**src/hdl/shash_pkg.sv**
```systemverilog
// Package for the sponge hash: queue entry type, state encoding, round constants
// and lane rotation amounts. No dependencies.
package shash_pkg;

   typedef logic [63:0] lane_type;
   typedef lane_type [24:0] state_type;

   typedef struct packed {
      logic [63:0] data_word;
      logic [3:0]  byte_count;
      logic        message_end;
   } entry_type;

   typedef enum logic [2:0] {
      ST_IDLE,
      ST_ABSORB,
      ST_PERMUTE,
      ST_PAD,
      ST_EMIT
   } core_state_type;

   localparam int RC_COUNT = 80;

   function automatic lane_type round_const(input logic [6:0] rnd);
      lane_type c;
      case (rnd)
         7'd0: c = 64'h6A09E667F3BCC908;  7'd1: c = 64'hBB67AE8584CAA73B;
         7'd2: c = 64'h3C6EF372FE94F82B;  7'd3: c = 64'h7311C2812425CFA0;
         7'd4: c = 64'hA54FF53A5F1D36F1;  7'd5: c = 64'hD413CCCFE7799211;
         7'd6: c = 64'h298B075B4B6A5240;  7'd7: c = 64'h510E527FADE682D1;
         7'd8: c = 64'h76CF5D0B09954E76;  7'd9: c = 64'h9B05688C2B3E6C1F;
         7'd10: c = 64'hBDDD422D07E9240A; 7'd11: c = 64'hDF7BD629E9DB362F;
         7'd12: c = 64'h1F83D9ABFB41BD6B; 7'd13: c = 64'h3E1DB337DB365B1A;
         7'd14: c = 64'h5BE0CD19137E2179; 7'd15: c = 64'h78DDE6E5FD29F057;
         7'd16: c = 64'h9523AE4547A14CCC; 7'd17: c = 64'hB0BF165515A9B348;
         7'd18: c = 64'hCBBB9D5DC1059ED8; 7'd19: c = 64'hE6238502484B9F40;
         7'd20: c = 64'h195957C48BFD9862; 7'd21: c = 64'h32370B908E5FF5B1;
         7'd22: c = 64'h4A9FEA74BE3A6DE3; 7'd23: c = 64'h629A292A367CD507;
         7'd24: c = 64'h7A2B748DA963BC20; 7'd25: c = 64'h9159015A3070DD17;
         7'd26: c = 64'hA827999FCEF32422; 7'd27: c = 64'hBE9BA858B43C0323;
         7'd28: c = 64'hD4B9436CE8E86C6C; 7'd29: c = 64'hEA843464F08B39BC;
         7'd30: c = 64'h152FECD8F70E5939; 7'd31: c = 64'h2A17093DC1965F6E;
         7'd32: c = 64'h3EB83056B4E27892; 7'd33: c = 64'h53160EB696D4A481;
         7'd34: c = 64'h67332667FFC00B31; 7'd35: c = 64'h7B11D2898498F55F;
         7'd36: c = 64'h8EB44A8768581511; 7'd37: c = 64'hA21CA4FF5BCD05A3;
         7'd38: c = 64'hB54CDA58FBBEE883; 7'd39: c = 64'hC846C71C3408C03C;
         7'd40: c = 64'hDB0C2E0D64F98FA7; 7'd41: c = 64'hED9EBA16132A9CEC;
         7'd42: c = 64'h12318007C2AFED2B; 7'd43: c = 64'h2434A74B50F36125;
         7'd44: c = 64'h360AD118567CD83F; 7'd45: c = 64'h47B5481DBEFA4FA4;
         7'd46: c = 64'h593547836C716EE1; 7'd47: c = 64'h6A8BFBEAB875FD80;
         7'd48: c = 64'h7BBA845A0FD24815; 7'd49: c = 64'h8CC1F315B3D6F707;
         7'd50: c = 64'h9DA34E67711BE573; 7'd51: c = 64'hAE5F9156E7B6D99B;
         7'd52: c = 64'hBEF7AC53D3B66C5E; 7'd53: c = 64'hCF6C85D39D1A1E15;
         7'd54: c = 64'hDFBEFAE353C4785E; 7'd55: c = 64'hEFEFDFAF1D57A4D5;
         7'd56: c = 64'h0FF01FB0DD682588; 7'd57: c = 64'h1FC0FB1B5C05DE20;
         7'd58: c = 64'h2F73477D6A4563CA; 7'd59: c = 64'h3F07B357F6837AD6;
         7'd60: c = 64'h4E7EE6C768047F3C; 7'd61: c = 64'h5DD983D657ED756A;
         7'd62: c = 64'h6D1826CAFD82E1ED; 7'd63: c = 64'h7C3B666FB66CB634;
         7'd64: c = 64'h8B43D4570A51B936; 7'd65: c = 64'h9A31FD1B80A706CA;
         7'd66: c = 64'hA906689B97F54427; 7'd67: c = 64'hB7C19A3226FC42F3;
         7'd68: c = 64'hC66410EB69F159EA; 7'd69: c = 64'hD4EE47B6F881C075;
         7'd70: c = 64'hE360B596DC380C3F; 7'd71: c = 64'hF1BBCDCBFA53E0AF;
         7'd72: c = 64'h0E2DB86CFC11CF76; 7'd73: c = 64'h1C456002CE13E9F8;
         7'd74: c = 64'h2A475C8A8F429998; 7'd75: c = 64'h383410C8174D10FF;
         7'd76: c = 64'h460BDC99BC19F287; 7'd77: c = 64'h53CF1D166972D444;
         7'd78: c = 64'h617E2CAA2B536690; 7'd79: c = 64'h6F19633143A0AF0E;
         default: c = '0;
      endcase
      return c;
   endfunction

   // Rotation amount for the lane at flat index x + 5*y.
   function automatic logic [5:0] rot_amt(input int idx);
      logic [5:0] r;
      case (idx)
         0: r = 6'd0;   5: r = 6'd1;   10: r = 6'd62; 15: r = 6'd28; 20: r = 6'd27;
         1: r = 6'd36;  6: r = 6'd44;  11: r = 6'd6;  16: r = 6'd55; 21: r = 6'd20;
         2: r = 6'd3;   7: r = 6'd10;  12: r = 6'd43; 17: r = 6'd25; 22: r = 6'd39;
         3: r = 6'd41;  8: r = 6'd45;  13: r = 6'd15; 18: r = 6'd21; 23: r = 6'd8;
         4: r = 6'd18;  9: r = 6'd2;   14: r = 6'd61; 19: r = 6'd56; 24: r = 6'd14;
         default: r = 6'd0;
      endcase
      return r;
   endfunction

   function automatic lane_type rotl(input lane_type v, input logic [5:0] n);
      lane_type dbl;
      dbl = '0;
      if (n != 6'd0) begin
         dbl = (v << n) | (v >> (7'd64 - {1'b0, n}));
      end else begin
         dbl = v;
      end
      return dbl;
   endfunction

endpackage

```
**src/hdl/shash_queue.sv**
```systemverilog
// Two-entry queue between the input side and the sponge core.
// Depends on shash_pkg for the entry type.
module shash_queue
   import shash_pkg::*;
(
   input  logic      clock,
   input  logic      reset,
   input  logic      in_valid,
   output logic      in_stall,
   input  entry_type in_entry,
   output logic      out_valid,
   input  logic      out_take,
   output entry_type out_entry
);

   entry_type  mem_ff [2];
   logic       wr_ptr_ff, wr_ptr_in;
   logic       rd_ptr_ff, rd_ptr_in;
   logic [1:0] count_ff, count_in;
   logic       push, pop;

   assign in_stall  = (count_ff == 2'd2);
   assign out_valid = (count_ff != 2'd0);
   assign out_entry = mem_ff[rd_ptr_ff];
   assign push      = in_valid && !in_stall;
   assign pop       = out_take && out_valid;

   always_comb begin
      wr_ptr_in = push ? ~wr_ptr_ff : wr_ptr_ff;
      rd_ptr_in = pop ? ~rd_ptr_ff : rd_ptr_ff;
      count_in  = count_ff + {1'b0, push} - {1'b0, pop};
   end

   always_ff @(posedge clock) begin
      if (reset) begin
         wr_ptr_ff <= 1'b0;
         rd_ptr_ff <= 1'b0;
         count_ff  <= 2'd0;
      end else begin
         wr_ptr_ff <= wr_ptr_in;
         rd_ptr_ff <= rd_ptr_in;
         count_ff  <= count_in;
      end
   end

   always_ff @(posedge clock) begin
      if (push) begin
         mem_ff[wr_ptr_ff] <= in_entry;
      end
   end

endmodule

```
**config.mk**
```make
export PLATFORM = sky130hd
export DESIGN_NAME = shash_queue
export DESIGN_NICKNAME = d
export VERILOG_FILES = /design/src/hdl/shash_pkg.sv /design/src/hdl/shash_queue.sv
export SDC_FILE = /design/constraint.sdc
export NUM_CORES = 1
export LEC_CHECK = 0
export BUFFER_PORTS_ARGS = -buffer_cell sky130_fd_sc_hd__buf_4
export CORE_MARGIN = 10
export CORE_UTILIZATION = 30
export DETAILED_ROUTE_END_ITERATION = 10
export PLACE_DENSITY = 0.56
export SLEW_MARGIN = 20
export SYNTH_ARGS = -nofsm -noshare
export SYNTH_HDL_FRONTEND = slang
export SYNTH_SLANG_ARGS = --single-unit
```
**constraint.sdc**
```tcl
create_clock -name clock -period 7.76 [get_ports clock]
set_input_delay 1.164 -clock clock [delete_from_list [all_inputs] [get_ports clock]]
set_output_delay 1.164 -clock clock [all_outputs]
set_load 0.02 [all_outputs]
```
==> results.py <==
metrics = {
    "clock_tree": {
        "postCtsHoldBufs": 0,
        "clk_transition_reported_paths_ps": 60,
        "cts_resized": 0,
        "cts_max_level": 4,
        "cts_buffers": 17,
        "cts_tree": "yes",
        "clock_latency_ps": 410,
        "numClockSinks": 143,
        "cts_root_buffer": "clkbuf_16",
        "post_cts_buffers": 0,
        "ctsLongestPathBuffers": 2,
    },
    "logic_synthesis": {
        "yosysMostFrequentCell": "edfxtp_1",
        "yosys_warnings": 0,
        "ys_ff_latch": 143,
        "synth_top_cells_by_count": "edfxtp_1, mux2_2, mux2_4",
        "synthDominantCellAreaShare": 0.789,
        "async_flop_share": 0,
        "syn_nets": 316,
        "syn_avg_cell_area_um2": 21.8,
        "yosys-top-cells-area": "edfxtp_1, mux2_2, mux2_4",
        "dominantRegCellSynth": "edfxtp_1",
        "synth.distinct_cells": 22,
        "synthCells": 241,
        "yosysTopAreaCell": "edfxtp_1",
        "ys_seq_area_frac": 0.808,
        "synthesis.area_mm2": 0.00525,
        "synth-edff-count": 138,
    },
    "timing": {
        "timing.final.crit_share": 0.420,
        "layout_setup_ws_ps": 4500,
        "setup_violations": 0,
        "tns_ps": 0,
        "fmax_mhz": 307,
        "final-hold-violation-count": 0,
        "min_period_ps": 3260,
        "rsz0062_at_grt": "no",
        "worst_slew_pin_slew_ps": 1040,
        "slew_headroom": 0.308,
        "clock_skew_ps": 5.17,
        "finalMaxSlewViolations": 0,
    },
    "critical_path": {
        "worst-path-buf-inv": 1,
        "path_class": "reg2out",
        "cpLargestDelayFamily": "flip-flops",
        "end_kind": "output pin",
        "crit_chain": "mux2_2, buf_4",
        "cp_max_fo": 69,
        "rr_startpoint": "count_ff[0]",
        "required_ps": 6600,
        "cp-start-kind": "flop",
        "arrival_ps": 2090,
        "worst_path_max_delay_cell": "dfxtp_4",
        "critical_path.max_stage_delay_ps": 950,
    },
    "detailed_routing": {
        "antenna_left": 0,
        "first_iter_violations": 105,
        "wl_per_cell_um": 17.1,
        "dr.pass1.iters": 5,
        "vias_per_cell": 4.24,
        "drc": 0,
        "wirelength_mm": 10.8,
        "vias": 2686,
    },
    "run_status": {
        "status": "finished, final reports clean",
    },
    "power": {
        "powerDensity_mw_per_mm2": 341,
        "p_leak_nw": 2.67,
        "vdd_drop_max_uv": 188,
    },
    "floorplanning": {
        "core_area_mm2": 0.0172,
        "initial_core_util": 0.305,
        "chipHeight_um": 152,
        "io_pins": 144,
        "die-area_mm2": 0.0232,
        "dieWidth_um": 152,
        "row_count": 48,
    },
    "flow_run": {
        "max_cap_violations": 0,
    },
    "cells_and_area": {
        "drive_gt1_frac": 0.604,
        "antenna_cells": 0,
        "final_core_util": 0.415,
        "nNetsFinal": 471,
        "areaGrowthSynthToFinish_pct": 36.2,
    },
    "min_path": {
        "worstHoldStart": "wr_ptr_ff",
        "hp-class": "reg2reg",
    },
    "placement": {
        "dp_hpwl_mm": 7.25,
        "gp_congestion": 0.684,
        "dp_worst_setup_slack_ps": 4630,
        "port_buffers": 143,
    },
    "grt": {
        "grt_pass1_wl_mm": 16.9,
        "overflow": 0,
        "first_global_vias": 3080,
        "grtUsageTotal": 0.0940,
        "grt_antenna_before_repair": 0,
        "grt_max_degree": 70,
    },
}
per-layer routing:
layer | GRT usage | up-vias | part of all wire
met5 | 0 | - | 0
met4 | 0.0468 | 0 | 0.018
met3 | 0.0457 | 15 | 0.076
met2 | 0.152 | 98 | 0.49
met1 | 0.101 | 1318 | 0.41
li1 | - | 1255 | -
final cells by class:
class	count	area, um2
Clock buffer	17	425
Tap cell	225	282
Multi-Input combinational cell	86	937
Timing Repair Buffer	144	1080
Fill cell	1568	10100
Sequential cell	143	4250
Clock inverter	15	169
Inverter	4	16.3
worst register-to-register path: stages (launching register included):
cell and delay (ps):
dfxtp_1 370, nand2b_2 170, inv_2 50, or3_1 350, clkinv_2 440, buf_4 540
cell families (layout without fill, tap and decap cells):
family,count (synthesis),in the layout,share of synthesized area
flops,143,143,0.808
xor+xnor,3,3,0.00500
compound gates,3,3,0.00333
fa+ha+maj,2,2,0.00476
mux,69,69,0.155
simple gates,9,9,0.00929
buf+inv,12,180,0.0148
power breakdown:
group	total [W]	internal (W)	switching (W)	leakage, nW
combinational	0.000598	0.000297	0.000301	1.06
clock	0.000812	0.000503	0.000309	0.284
sequential	0.00103	0.000961	0.0000707	1.33
placed cells by master, fill, tap and decap left out, types with 2 or more instances in the layout:
cell        instances
ha_1                2
clkinv_4            3
bufinv_16           3
inv_6               2
xnor2_1             2
buf_4             144
nor2_1              3
mux2_4             10
clkbuf_16          17
dfxtp_1             4
clkinv_1            4
clkinv_2            2
edfxtp_1          138
inv_1               2
mux2_2             59
clkinvlp_4          2
flip-flops by register name, indices dropped and copies added (netlist names), named ones only:
name,count
count_ff,2
mem_ff,138
rd_ptr_ff,1
wr_ptr_ff,1
metrics by stage:
step | cells | hold slack [ps] | instance area, um2 | power, W
floorplan | 241 | 452 | 5250 | 0.00141
finish | 634 | 532 | 7160 | 0.00244
detailed placement | 602 | 517 | 6560 | 0.00166
global placement | 602 | 474 | 6560 | 0.00166
global route | 634 | 577 | 7160 | 0.00256
CTS | 634 | 536 | 7160 | 0.00249
path summary, 6_finish.rpt:
path / to / slack [ps] / cells past startpoint
max reg2reg: mem_ff[0][65] / 5460 / 5
min: wr_ptr_ff / 530 / 2
min reg2reg: wr_ptr_ff / 530 / 2
max: out_entry[53] / 4500 / 2
No activity file was read; power rests on OpenSTA's default activity.
